==> src/hdl/jgd_pkg.sv <==
`timescale 1ns / 1ps

package jgd_pkg;

    // Field widths
    localparam int YEAR_W      = 14;
    localparam int MONTH_W     = 4;
    localparam int DAY_W       = 5;
    localparam int IN_TDATA_W  = 24;
    localparam int OUT_TDATA_W = 24;

    // Running day count and length operand widths
    localparam int ACC_W = 22;
    localparam int LEN_W = 9;

    // Calendar constants
    localparam logic [YEAR_W-1:0]  FIRST_YEAR  = 14'd1582;
    localparam logic [YEAR_W-1:0]  LAST_YEAR   = 14'd9999;
    localparam logic [MONTH_W-1:0] MONTH_JAN   = 4'd1;
    localparam logic [MONTH_W-1:0] MONTH_FEB   = 4'd2;
    localparam logic [MONTH_W-1:0] MONTH_OCT   = 4'd10;
    localparam logic [MONTH_W-1:0] MONTH_DEC   = 4'd12;
    localparam logic [DAY_W-1:0]   FIRST_DAY   = 5'd4;
    localparam logic [DAY_W-1:0]   FEB_DAYS    = 5'd28;
    localparam logic [LEN_W-1:0]   YEAR_DAYS   = 9'd365;

    // Offset between the Julian start ordinal (277) and the Gregorian one (288)
    localparam logic [DAY_W-1:0]   START_SHIFT = 5'd11;

    // Position of 1582 inside the 100-year and 400-year cycles
    localparam logic [6:0] CENT_START = 7'd82;
    localparam logic [6:0] CENT_LAST  = 7'd99;
    localparam logic [8:0] QUAD_START = 9'd382;
    localparam logic [8:0] QUAD_LAST  = 9'd399;

    // Days per month in a common year; codes outside 1..12 read as zero
    localparam logic [DAY_W-1:0] MONTH_DAYS [16] = '{
        5'd0,  5'd31, 5'd28, 5'd31, 5'd30, 5'd31, 5'd30, 5'd31,
        5'd31, 5'd30, 5'd31, 5'd30, 5'd31, 5'd0,  5'd0,  5'd0
    };

    function automatic logic [DAY_W-1:0] month_len(input logic [MONTH_W-1:0] month,
                                                    input logic leap);
        logic [DAY_W-1:0] len;
        len = MONTH_DAYS[month];
        if (month == MONTH_FEB) begin
            len = FEB_DAYS + {{(DAY_W-1){1'b0}}, leap};
        end
        return len;
    endfunction

    // Request to the shared add/subtract unit
    typedef struct packed {
        logic             sub;
        logic [ACC_W-1:0] a;
        logic [LEN_W-1:0] b;
    } jgd_alu_req_t;

    // Result: sum or difference, and a <= b (valid for subtract)
    typedef struct packed {
        logic [ACC_W-1:0] res;
        logic             le;
    } jgd_alu_rsp_t;

endpackage

==> src/hdl/jgd_check.sv <==
`timescale 1ns / 1ps

module jgd_check (
    input  logic [jgd_pkg::YEAR_W-1:0]  year,
    input  logic [jgd_pkg::MONTH_W-1:0] month,
    input  logic [jgd_pkg::DAY_W-1:0]   day,
    output logic                        bad
);
    import jgd_pkg::*;

    logic             year_ok;
    logic             month_ok;
    logic             day_ok;
    logic             too_early;
    logic [DAY_W-1:0] max_day;

    // Reject out-of-range fields, days past month end and dates before the switch
    always_comb begin
        year_ok   = year inside {[FIRST_YEAR:LAST_YEAR]};
        month_ok  = month inside {[MONTH_JAN:MONTH_DEC]};
        max_day   = month_len(month, year[1:0] == 2'b00);
        day_ok    = (day != '0) && (day <= max_day);
        too_early = (year == FIRST_YEAR) &&
                    ((month < MONTH_OCT) || ((month == MONTH_OCT) && (day < FIRST_DAY)));
        bad       = !year_ok || !month_ok || !day_ok || too_early;
    end

endmodule

==> src/hdl/jgd_alu.sv <==
`timescale 1ns / 1ps

module jgd_alu (
    input  jgd_pkg::jgd_alu_req_t req,
    output jgd_pkg::jgd_alu_rsp_t rsp
);
    import jgd_pkg::*;

    logic [ACC_W-1:0] b_ext;
    logic [ACC_W-1:0] b_op;
    logic [ACC_W:0]   sum_full;

    // One adder serves both add and subtract; on subtract, carry out marks a >= b
    always_comb begin
        b_ext    = {{(ACC_W-LEN_W){1'b0}}, req.b};
        b_op     = req.sub ? ~b_ext : b_ext;
        sum_full = {1'b0, req.a} + {1'b0, b_op} + {{ACC_W{1'b0}}, req.sub};
        rsp.res  = sum_full[ACC_W-1:0];
        rsp.le   = !sum_full[ACC_W] || (sum_full[ACC_W-1:0] == '0);
    end

endmodule

==> src/hdl/julian_to_gregorian_date_core.sv <==
`timescale 1ns / 1ps

// Converts one Julian date to the Gregorian calendar, with Julian 1582-10-04
// mapping to Gregorian 1582-10-15. A transaction is taken only while idle;
// the block first sums Julian year and month lengths from 1582 onward, then
// subtracts Gregorian year and month lengths until the remainder fits, one
// year or month per cycle on a single shared adder. The result sits in an
// output register and the next transaction is taken as soon as the result
// has been loaded.
// Rejected dates (out of range, bad month or day, before 1582-10-04) return
// all-zero data with m_tuser set.
module julian_to_gregorian_date_core (
    input  logic                                aclk,
    input  logic                                aresetn,
    // s_tdata: julian_year[13:0], julian_month[17:14], julian_day[22:18], zero pad
    input  logic                                s_tvalid,
    output logic                                s_tready,
    input  logic [jgd_pkg::IN_TDATA_W-1:0]      s_tdata,
    // m_tdata: greg_year[13:0], greg_month[17:14], greg_day[22:18], zero pad
    // m_tuser: date_invalid
    output logic                                m_tvalid,
    input  logic                                m_tready,
    output logic [jgd_pkg::OUT_TDATA_W-1:0]     m_tdata,
    output logic                                m_tuser
);
    import jgd_pkg::*;

    typedef enum logic [5:0] {
        ST_IDLE  = 6'b000001,
        ST_JYEAR = 6'b000010,
        ST_JMON  = 6'b000100,
        ST_GYEAR = 6'b001000,
        ST_GMON  = 6'b010000,
        ST_DONE  = 6'b100000
    } state_t;

    state_t               state_reg, state_next;
    logic [YEAR_W-1:0]    jy_reg, jy_next;
    logic [MONTH_W-1:0]   jm_reg, jm_next;
    logic [YEAR_W-1:0]    y_reg, y_next;
    logic [MONTH_W-1:0]   m_reg, m_next;
    logic [ACC_W-1:0]     acc_reg, acc_next;
    logic [6:0]           cent_reg, cent_next;
    logic [8:0]           quad_reg, quad_next;
    logic                 bad_reg, bad_next;
    logic                 out_valid_reg, out_valid_next;
    logic [YEAR_W-1:0]    out_year_reg, out_year_next;
    logic [MONTH_W-1:0]   out_month_reg, out_month_next;
    logic [DAY_W-1:0]     out_day_reg, out_day_next;
    logic                 out_bad_reg, out_bad_next;

    logic [YEAR_W-1:0]    s_year;
    logic [MONTH_W-1:0]   s_month;
    logic [DAY_W-1:0]     s_day;
    logic                 in_bad;
    logic                 jleap_y;
    logic                 jleap_jy;
    logic                 gleap;
    logic                 load_out;
    logic [LEN_W-1:0]     step_len;
    jgd_alu_req_t         alu_req;
    jgd_alu_rsp_t         alu_rsp;

    // Unpack the input transaction
    assign s_year  = s_tdata[YEAR_W-1:0];
    assign s_month = s_tdata[YEAR_W+MONTH_W-1:YEAR_W];
    assign s_day   = s_tdata[YEAR_W+MONTH_W+DAY_W-1:YEAR_W+MONTH_W];

    jgd_check u_check (
        .year  (s_year),
        .month (s_month),
        .day   (s_day),
        .bad   (in_bad)
    );

    // Leap rules for the year being walked and for the Julian input year
    assign jleap_y  = (y_reg[1:0] == 2'b00);
    assign jleap_jy = (jy_reg[1:0] == 2'b00);
    assign gleap    = (quad_reg == '0) || (jleap_y && (cent_reg != '0));

    // Pick the length fed to the shared adder
    always_comb begin
        case (state_reg)
            ST_JYEAR: step_len = YEAR_DAYS + {{(LEN_W-1){1'b0}}, jleap_y};
            ST_JMON:  step_len = {{(LEN_W-DAY_W){1'b0}}, month_len(m_reg, jleap_jy)};
            ST_GYEAR: step_len = YEAR_DAYS + {{(LEN_W-1){1'b0}}, gleap};
            ST_GMON:  step_len = {{(LEN_W-DAY_W){1'b0}}, month_len(m_reg, gleap)};
            default:  step_len = '0;
        endcase
    end

    assign alu_req.sub = (state_reg == ST_GYEAR) || (state_reg == ST_GMON);
    assign alu_req.a   = acc_reg;
    assign alu_req.b   = step_len;

    jgd_alu u_alu (
        .req (alu_req),
        .rsp (alu_rsp)
    );

    assign s_tready = (state_reg == ST_IDLE);
    assign load_out = (state_reg == ST_DONE) && (!out_valid_reg || m_tready);

    // Sequence the walk: Julian years, Julian months, Gregorian years, Gregorian months
    always_comb begin
        state_next = state_reg;
        jy_next    = jy_reg;
        jm_next    = jm_reg;
        y_next     = y_reg;
        m_next     = m_reg;
        acc_next   = acc_reg;
        cent_next  = cent_reg;
        quad_next  = quad_reg;
        bad_next   = bad_reg;
        case (state_reg)
            ST_IDLE: begin
                if (s_tvalid) begin
                    jy_next    = s_year;
                    jm_next    = s_month;
                    y_next     = FIRST_YEAR;
                    m_next     = MONTH_JAN;
                    acc_next   = {{(ACC_W-DAY_W){1'b0}}, s_day}
                               + {{(ACC_W-DAY_W){1'b0}}, START_SHIFT};
                    bad_next   = in_bad;
                    state_next = in_bad ? ST_DONE : ST_JYEAR;
                end
            end
            ST_JYEAR: begin
                if (y_reg == jy_reg) begin
                    state_next = ST_JMON;
                end else begin
                    acc_next = alu_rsp.res;
                    y_next   = y_reg + 1'b1;
                end
            end
            ST_JMON: begin
                if (m_reg == jm_reg) begin
                    y_next     = FIRST_YEAR;
                    cent_next  = CENT_START;
                    quad_next  = QUAD_START;
                    state_next = ST_GYEAR;
                end else begin
                    acc_next = alu_rsp.res;
                    m_next   = m_reg + 1'b1;
                end
            end
            ST_GYEAR: begin
                if (alu_rsp.le) begin
                    m_next     = MONTH_JAN;
                    state_next = ST_GMON;
                end else begin
                    acc_next  = alu_rsp.res;
                    y_next    = y_reg + 1'b1;
                    cent_next = (cent_reg == CENT_LAST) ? '0 : cent_reg + 1'b1;
                    quad_next = (quad_reg == QUAD_LAST) ? '0 : quad_reg + 1'b1;
                end
            end
            ST_GMON: begin
                if (alu_rsp.le || (m_reg >= MONTH_DEC)) begin
                    state_next = ST_DONE;
                end else begin
                    acc_next = alu_rsp.res;
                    m_next   = m_reg + 1'b1;
                end
            end
            ST_DONE: begin
                if (load_out) begin
                    state_next = ST_IDLE;
                end
            end
            default: begin
                state_next = ST_IDLE;
            end
        endcase
    end

    // Load the output register once the slot is free; drop valid when taken
    always_comb begin
        out_year_next  = out_year_reg;
        out_month_next = out_month_reg;
        out_day_next   = out_day_reg;
        out_bad_next   = out_bad_reg;
        out_valid_next = out_valid_reg && !m_tready;
        if (load_out) begin
            out_valid_next = 1'b1;
            out_bad_next   = bad_reg;
            if (bad_reg) begin
                out_year_next  = '0;
                out_month_next = '0;
                out_day_next   = '0;
            end else begin
                out_year_next  = y_reg;
                out_month_next = m_reg;
                out_day_next   = acc_reg[DAY_W-1:0];
            end
        end
    end

    // Control state
    always_ff @(posedge aclk) begin
        if (!aresetn) begin
            state_reg     <= ST_IDLE;
            out_valid_reg <= 1'b0;
        end else begin
            state_reg     <= state_next;
            out_valid_reg <= out_valid_next;
        end
    end

    // Datapath registers
    always_ff @(posedge aclk) begin
        jy_reg        <= jy_next;
        jm_reg        <= jm_next;
        y_reg         <= y_next;
        m_reg         <= m_next;
        acc_reg       <= acc_next;
        cent_reg      <= cent_next;
        quad_reg      <= quad_next;
        bad_reg       <= bad_next;
        out_year_reg  <= out_year_next;
        out_month_reg <= out_month_next;
        out_day_reg   <= out_day_next;
        out_bad_reg   <= out_bad_next;
    end

    // Pack the result transaction
    assign m_tvalid = out_valid_reg;
    assign m_tuser  = out_bad_reg;
    assign m_tdata  = {{(OUT_TDATA_W-YEAR_W-MONTH_W-DAY_W){1'b0}},
                       out_day_reg, out_month_reg, out_year_reg};

endmodule

==> config.mk <==
export PLATFORM = sky130hd
export DESIGN_NAME = julian_to_gregorian_date_core
export DESIGN_NICKNAME = d
export VERILOG_FILES = /design/src/hdl/jgd_pkg.sv /design/src/hdl/jgd_check.sv /design/src/hdl/jgd_alu.sv /design/src/hdl/julian_to_gregorian_date_core.sv
export SDC_FILE = /design/constraint.sdc
export NUM_CORES = 1
export LEC_CHECK = 0
export BUFFER_PORTS_ARGS = -buffer_cell sky130_fd_sc_hd__buf_4
export CORE_MARGIN = 5
export CORE_UTILIZATION = 44
export CTS_BUF_LIST = sky130_fd_sc_hd__clkbuf_8 sky130_fd_sc_hd__clkbuf_16
export DETAILED_ROUTE_END_ITERATION = 10
export SLEW_MARGIN = 40
export SYNTH_ARGS = -nofsm -noshare
export SYNTH_HDL_FRONTEND = slang
export SYNTH_SLANG_ARGS = --single-unit
==> constraint.sdc <==
create_clock -name aclk -period 5.6 [get_ports aclk]
set_input_delay 0.84 -clock aclk [delete_from_list [all_inputs] [get_ports aclk]]
set_output_delay 0.84 -clock aclk [all_outputs]
set_load 0.005 [all_outputs]
---- Word-level counts from Yosys, hierarchy flattened ----
Memories as Yosys holds them, arrays and structs flattened.
Index checks and enable logic that the tools add are counted.
Widths: inputs -> output; s select.
storage, ports and cells
  input bits .............................. 28
  memories kept ........................... 2
  register bits after elaboration ......... 106
  logic and storage cells ................. 147
  ROM bits ................................ 160
operators by class
  magnitude comparators ................... 10
  equal/unequal tests ..................... 24
  $add $sub $neg .......................... 12
  muxes and demuxes ....................... 42
  bitwise gates (word level) .............. 3
  reductions and logical operators ........ 40
memories
  memory            words  width  rd ports  clocked after memory_dff  write ports  RTL line       source
  (name not given)  16     5      1         0                         0            jgd_pkg.sv:45  len = MONTH_DAYS[month];
  (name not given)  16     5      1         0                         0            jgd_pkg.sv:45
operator list
  cell                   number
  $mux 22                6
  $pmux 22 s5            1
  $mux 14                4
  $pmux 14 s4            1
  $mux 6                 7
  $pmux 6 s6             1
  $pmux 9 s4             1
  $mux 5                 7
  $mux 9                 3
  $add 22x22->23         1
  $add 23x1->23          1
  $logic_not 22->1       1
  $not 9->22             1
  $mux 7                 3
  $add 9x1->9 const A    2
  $ne 2x2->1 const B     9
  $pmux 9 s2             1
  $mux 4                 4
  $pmux 4 s4             1
  $add 14x1->14 const B  1
  $eq 14x11->1 const B   1
  $eq 14x14->1           1
  $ge 14x11->1 const B   1
  $le 14x14->1 const B   1
  other kinds (40)       71

---- Logic depth before layout (Yosys ltp) ----
  depth in word-level cells ............... 15
  gate-level depth with buffers ........... 21

---- By module ----
Synthesis repeated with hierarchy kept, for this count alone.
second synthesis, totals
  cell total of the unflattened synthesis .. 686
  area total of the unflattened synthesis .. 7008.0 sq um
modules (own cells, without submodules)
  module                         area each (sq um)  seq. area each (sq um)  instances  cells an instance
  julian_to_gregorian_date_core  5099.9             3113.0                  1          425
  jgd_alu                        1644.1             0.0                     1          225
  jgd_check                      264.0              0.0                     1          36

---- Worst setup path before layout ----
OpenSTA, ideal clock, no wires.
  path kind ............................... reg2reg
  start point ............................. reg cent_reg[0]
  end point ............................... reg m_reg[0] (enable)
  path slack .............................. -0.147 ns
  setup time .............................. 0.373 ns
  stages on the path, launching flop included .. 21
  clock period less this slack ............ 5.747 ns
  data arrival time ....................... 5.374 ns
  data required time ...................... 5.227 ns
  cell sequence ........................... edfxtp_1 > inv_1 > ha_1 > or3b_2 > o41a_1 > nor3_4 > or2_4 > or3_4 > nand2_4 > fa_1 > a211oi_1 > nor2_1 > o21ai_0 > xnor2_1 > a2111oi_0 > o2111ai_1 > nor4_1 > nand4_2 > o31ai_1 > o21ai_1 > a211oi_1
on the way
  cells in the longest elaborated chain, start to end .. 15
ends and longest elaborated chain
  element                                                              RTL line                              source
  from (decl)                                                          julian_to_gregorian_date_core.sv:43   logic [6:0] cent_reg, cent_next;
  from (signal assigned)                                               julian_to_gregorian_date_core.sv:217  cent_reg <= cent_next;
  $reduce_bool 7->1 (*)                                                julian_to_gregorian_date_core.sv:79   assign gleap = (quad_reg == '0) || (jleap_y && (cent_reg != '0));
  $logic_and 1x1->1 (*)                                                julian_to_gregorian_date_core.sv:79
  $logic_or 1x1->1 (*)                                                 julian_to_gregorian_date_core.sv:79
  parallel branches: the longest is 2 deep, another holds $add 9x1->9  -
  $pmux 9 s4 (*)                                                       julian_to_gregorian_date_core.sv:83   case (state_reg)
  $not 9->22                                                           jgd_alu.sv:16                         b_op = req.sub ? ~b_ext : b_ext;
  $mux 22 (*)                                                          jgd_alu.sv:16
  $add 22x22->23 (*)                                                   jgd_alu.sv:17                         sum_full = {1'b0, req.a} + {1'b0, b_op} + {{ACC_W{1'b0}}, req.sub};
  $add 23x1->23 (*)                                                    jgd_alu.sv:17
  $logic_not 22->1 / $logic_not 1->1 (equally long branches)           jgd_alu.sv:19                         rsp.le = !sum_full[ACC_W] || (sum_full[ACC_W-1:0] == '0);
  $logic_or 1x1->1 (*)                                                 jgd_alu.sv:19
  $logic_or 1x1->1                                                     julian_to_gregorian_date_core.sv:159  if (alu_rsp.le || (m_reg >= MONTH_DEC)) begin
  $ne 2x2->1 (no source line)                                          -
  $reduce_and 5->1 (no source line) (*)                                -
  to (signal assigned)                                                 julian_to_gregorian_date_core.sv:215  m_reg <= m_next;
  to (decl)                                                            julian_to_gregorian_date_core.sv:41   logic [MONTH_W-1:0] m_reg, m_next;
Every way passes the cells marked *.
A chain may end at the register's enable or synchronous reset.

---- Worst setup path in the final report ----
  start point ............................. reg cent_reg[0]
  end point ............................... reg acc_reg[3] (enable)
on the way
  cells in the longest elaborated chain, start to end .. 15
ends and longest elaborated chain
  element                                                              RTL line                              source
  $reduce_bool 7->1 (*)                                                julian_to_gregorian_date_core.sv:79
  $logic_and 1x1->1 (*)                                                julian_to_gregorian_date_core.sv:79
  $logic_or 1x1->1 (*)                                                 julian_to_gregorian_date_core.sv:79
  parallel branches: the longest is 2 deep, another holds $add 9x1->9  -
  $pmux 9 s4 (*)                                                       julian_to_gregorian_date_core.sv:83
  $not 9->22                                                           jgd_alu.sv:16
  $mux 22 (*)                                                          jgd_alu.sv:16
  $add 22x22->23 (*)                                                   jgd_alu.sv:17
  $add 23x1->23 (*)                                                    jgd_alu.sv:17
  $logic_not 22->1 / $logic_not 1->1 (equally long branches)           jgd_alu.sv:19
  $logic_or 1x1->1 (*)                                                 jgd_alu.sv:19
  $logic_or 1x1->1                                                     julian_to_gregorian_date_core.sv:159
  $ne 2x2->1 (no source line)                                          -
  $reduce_and 6->1 (no source line) (*)                                -
  to (signal assigned)                                                 julian_to_gregorian_date_core.sv:216  acc_reg <= acc_next;
  to (decl)                                                            julian_to_gregorian_date_core.sv:42   logic [ACC_W-1:0] acc_reg, acc_next;
Marked as above.

==> flow_results.xml <==
<?xml version="1.0" encoding="UTF-8"?>
<metrics>
  <group name="status">
    <metric name="run_status" unit="">finished, final reports clean</metric>
  </group>
  <group name="clock_tree">
    <metric name="cts_buffers" unit="">9</metric>
    <metric name="clk-insertion-delay-late" unit="ns">0.36</metric>
    <metric name="cts_tree" unit="">done</metric>
    <metric name="clock_pin_slew_on_the_worst_setup_and_hold_paths" unit="ns">0.08</metric>
    <metric name="root_buffer" unit="">sky130_fd_sc_hd__clkbuf_16</metric>
    <metric name="cts.sinks" unit="">106</metric>
    <metric name="htree_levels" unit="">3</metric>
    <metric name="maximum_count_of_clock_buffers_along_a_single_path" unit="">2</metric>
  </group>
  <group name="sta">
    <metric name="timing.final.max_slew_violations" unit="">0</metric>
    <metric name="fmax" unit="MHz">183.3</metric>
    <metric name="timing.hold.ws" unit="ns">0.5765</metric>
    <metric name="worst_slack" unit="ns">0.1445</metric>
    <metric name="fin_crit" unit="ns">5.456</metric>
    <metric name="layout_worst_path_cycle_share" unit="">0.9742</metric>
    <metric name="worst-slew-pin-transition" unit="ns">0.7872</metric>
    <metric name="finalSetupViolCount" unit="">0</metric>
    <metric name="final-hold-violation-count" unit="">0</metric>
    <metric name="grt_setup_unrepaired" unit="">yes</metric>
    <metric name="max_slew_margin" unit="">0.4704</metric>
    <metric name="clock_skew" unit="ns">0.009307</metric>
  </group>
  <group name="setup_path">
    <metric name="crit_path_cell_trace" unit="">inv_2 -&gt; ha_1 -&gt; or3b_4 -&gt; o41a_1 -&gt; nor3_4 -&gt; or2_4 -&gt; or3_4 -&gt; nand2_4 -&gt; fa_2 -&gt; a21o_1 -&gt; a211oi_2 -&gt; xor2_1 -&gt; nand3b_1 -&gt; a2111oi_2 -&gt; o2111ai_1 -&gt; nor4_2 -&gt; buf_4 -&gt; nand4_4 -&gt; o31a_4 -&gt; o21ai_2 -&gt; a21oi_2 -&gt; buf_12</metric>
    <metric name="critical_path_buf_inv_count" unit="">3</metric>
    <metric name="worst_ep_required_time" unit="ns">5.71</metric>
    <metric name="cp_arrival" unit="ns">5.56</metric>
    <metric name="critical-path-top-delay-family" unit="">compound AO/OA/AOI/OAI gates</metric>
    <metric name="critPathSlowestCell" unit="">sky130_fd_sc_hd__o41a_1</metric>
    <metric name="worst_r2r_startpoint" unit="">cent_reg[0]$_SDFFCE_PP0P_</metric>
    <metric name="max_stage_delay" unit="ns">0.48</metric>
    <metric name="critical_setup_path_kind" unit="">flip-flop to flip-flop</metric>
    <metric name="worstSetupStartpointType" unit="">flip-flop</metric>
    <metric name="worstSetupStartpoint" unit="">cent_reg[0]$_SDFFCE_PP0P_</metric>
    <metric name="critPathMaxFanout" unit="">22</metric>
    <metric name="cp-end-kind" unit="">flip-flop</metric>
  </group>
  <group name="yosys">
    <metric name="synth_cells" unit="">687</metric>
    <metric name="syn-cell-area" unit="µm²">6914</metric>
    <metric name="ys_seq_elements" unit="">106</metric>
    <metric name="ys_seq_area_frac" unit="">0.4502</metric>
    <metric name="synth_edf_count" unit="">99</metric>
    <metric name="synthDistinctLibCells" unit="">74</metric>
    <metric name="yosysWarnings" unit="">0</metric>
    <metric name="syn-mean-instance-area" unit="µm²">10.06</metric>
    <metric name="synth_top_flop_cell" unit="">sky130_fd_sc_hd__edfxtp_1</metric>
    <metric name="synth_fp_nets" unit="">754</metric>
    <metric name="async_flop_share" unit="">0</metric>
  </group>
  <group name="global_route">
    <metric name="initial_antenna_violation_count" unit="">0</metric>
    <metric name="grt_first_pass_wirelength" unit="µm">27350</metric>
    <metric name="track_usage" unit="">0.1879</metric>
    <metric name="grt_remaining_overflow" unit="">0</metric>
    <metric name="first_global_vias" unit="">5360</metric>
    <metric name="grt_start_max_net_pins" unit="">29</metric>
  </group>
  <group name="placed_design">
    <metric name="io_buffer_count" unit="">52</metric>
    <metric name="hpwlAfterDp" unit="µm">13070</metric>
    <metric name="gp_routability_congestion" unit="">0.8803</metric>
    <metric name="post-place-ws" unit="ns">-0.2283</metric>
    <metric name="dp.cells" unit="">986</metric>
  </group>
  <group name="floorplan">
    <metric name="coreArea" unit="µm²">15310</metric>
    <metric name="die-width" unit="µm">135.4</metric>
    <metric name="io-pin-count" unit="">55</metric>
    <metric name="chipHeight" unit="µm">135.4</metric>
    <metric name="floorplan.initialDensity" unit="">0.4515</metric>
    <metric name="dieArea" unit="µm²">18320</metric>
    <metric name="placementRows" unit="">45</metric>
  </group>
  <group name="detailed_routing">
    <metric name="wl" unit="µm">17160</metric>
    <metric name="residual_drc" unit="">0</metric>
    <metric name="detailedRoute.firstIterationViolations" unit="">431</metric>
    <metric name="ant_nets" unit="">0</metric>
    <metric name="top_layer" unit="">met4</metric>
    <metric name="vias" unit="">5618</metric>
    <metric name="routed_len_inst" unit="µm">16.99</metric>
    <metric name="detail_route.first_pass.iterations" unit="">5</metric>
    <metric name="met1_length" unit="µm">7831</metric>
    <metric name="wl_met3" unit="µm">659</metric>
    <metric name="detail_route.vias_per_cell" unit="">5.562</metric>
    <metric name="met2_length" unit="µm">8333</metric>
  </group>
  <group name="finish">
    <metric name="area.sequential" unit="µm²">3113</metric>
    <metric name="syn_to_layout_area_delta" unit="%">20.79</metric>
    <metric name="n_antenna_cell" unit="">0</metric>
    <metric name="multiInputGateArea" unit="µm²">3677</metric>
    <metric name="final_cell_count_no_fill" unit="">1010</metric>
    <metric name="nNetsFinal" unit="">861</metric>
    <metric name="layout_fillers" unit="">1412</metric>
    <metric name="final_cell_mix" unit="">115 x sky130_fd_sc_hd__buf_4, 99 x sky130_fd_sc_hd__edfxtp_1, 64 x sky130_fd_sc_hd__nor2_1</metric>
    <metric name="mostFrequentLayoutCell" unit="">sky130_fd_sc_hd__buf_4</metric>
    <metric name="largest_reg_flops" unit="">22</metric>
    <metric name="final_layout_size_suffix_gt1_frac" unit="">0.2203</metric>
  </group>
  <group name="min_path">
    <metric name="hp-start" unit="">m_tvalid$_SDFF_PN0_</metric>
    <metric name="worst_hold_path_type" unit="">flip-flop to flip-flop</metric>
  </group>
  <group name="flow_run">
    <metric name="drv_cap" unit="">0</metric>
  </group>
  <group name="power_and_ir_drop">
    <metric name="power.leakage" unit="nW">3.152</metric>
    <metric name="vdd.ir_drop.worst" unit="mV">0.1311</metric>
    <metric name="power_density_over_cell_area" unit="nW/µm²">241.8</metric>
  </group>
</metrics>
-- cell type report --
type,count,share of cell area
tap,211,0.03161
clock buffer,9,0.02697
sequential,106,0.3727
multi-input combinational,533,0.4403
timing repair buffer,118,0.1095
clock inverter,7,0.007191
inverter,26,0.01169
-- logic make-up (layout without fill, tap and decap cells) --
logic type | after synthesis | in the layout | share of synthesized area
multiplexers | 4 | 4 | 0.005791
XOR/XNOR | 56 | 56 | 0.07094
other | 1 | 1 | 0.0005424
AND/OR/NAND/NOR | 271 | 271 | 0.2103
adder cells (fa/ha/maj) | 39 | 39 | 0.07166
AO/OA/AOI/OAI | 162 | 162 | 0.1571
buffers and inverters | 48 | 160 | 0.03348
flip-flops | 106 | 106 | 0.4502
-- per-stage QoR --
stage	util	setup TNS (ns)	power [W]	cell area, µm²
floorplan	-	0	0.001251	6923
global placement	0.5167	-1.380	0.001389	7914
detailed placement	0.5168	-5.989	0.001404	7915
CTS	0.5363	0	0.002023	8213
global route	0.5453	-2.388	0.002115	8352
finish	0.5453	0	0.002020	8352
-- per-layer routing --
metal | up-vias | GRT usage
li1 | 2789 | -
met1 | 2664 | 0.2514
met2 | 145 | 0.3164
met3 | 20 | 0.02489
met4 | 0 | 0.06047
met5 | - | 0
-- worst paths after layout --
| path | end | slack, ns | cells after the start |
|---|---|---|---|
| worst max-delay path | acc_reg[3]$_DFFE_PP_ | 0.14 | 22 |
| worst min register to register | m_tvalid$_SDFF_PN0_ | 0.58 | 2 |
| worst min-delay path | m_tvalid$_SDFF_PN0_ | 0.58 | 2 |
| worst max register to register | acc_reg[3]$_DFFE_PP_ | 0.14 | 22 |
-- cells in the mapped netlist (15+ instances only) --
cell / n / share of area
sky130_fd_sc_hd__a21oi_1: 41 / 0.030
sky130_fd_sc_hd__nor2_1: 64 / 0.035
sky130_fd_sc_hd__nand2_1: 53 / 0.029
sky130_fd_sc_hd__nor3_1: 21 / 0.015
sky130_fd_sc_hd__nand3_1: 21 / 0.015
sky130_fd_sc_hd__xor2_1: 32 / 0.041
sky130_fd_sc_hd__clkbuf_1: 15 / 0.0081
sky130_fd_sc_hd__edfxtp_1: 99 / 0.43
sky130_fd_sc_hd__inv_1: 26 / 0.014
sky130_fd_sc_hd__o21ai_0: 42 / 0.030
sky130_fd_sc_hd__ha_1: 38 / 0.069
sky130_fd_sc_hd__xnor2_1: 24 / 0.030
sky130_fd_sc_hd__nor2b_1: 26 / 0.024
-- power breakdown --
group | internal [W] | total (W) | switching (W) | leakage (nW)
clock | 0.000310 | 0.000623 | 0.000312 | 0.141
sequential | 0.000945 | 0.000991 | 0.0000459 | 0.996
combinational | 0.000171 | 0.000406 | 0.000235 | 2.01
-- tightest hold or removal path, cell delays in order, from the launching register on --
cell	delay [ns]
sky130_fd_sc_hd__dfxtp_1	0.31
sky130_fd_sc_hd__nand2b_1	0.11
sky130_fd_sc_hd__a21boi_0	0.10
-- timing repair --
action	CTS	global route
pin swaps	2	16
hold buffers	0	0
endpoints found under the hold margin	0	0
buffers inserted	0	8
setup endpoints to repair	58	58
gates resized for setup	4	19
Power figures use the tool's default switching activity.
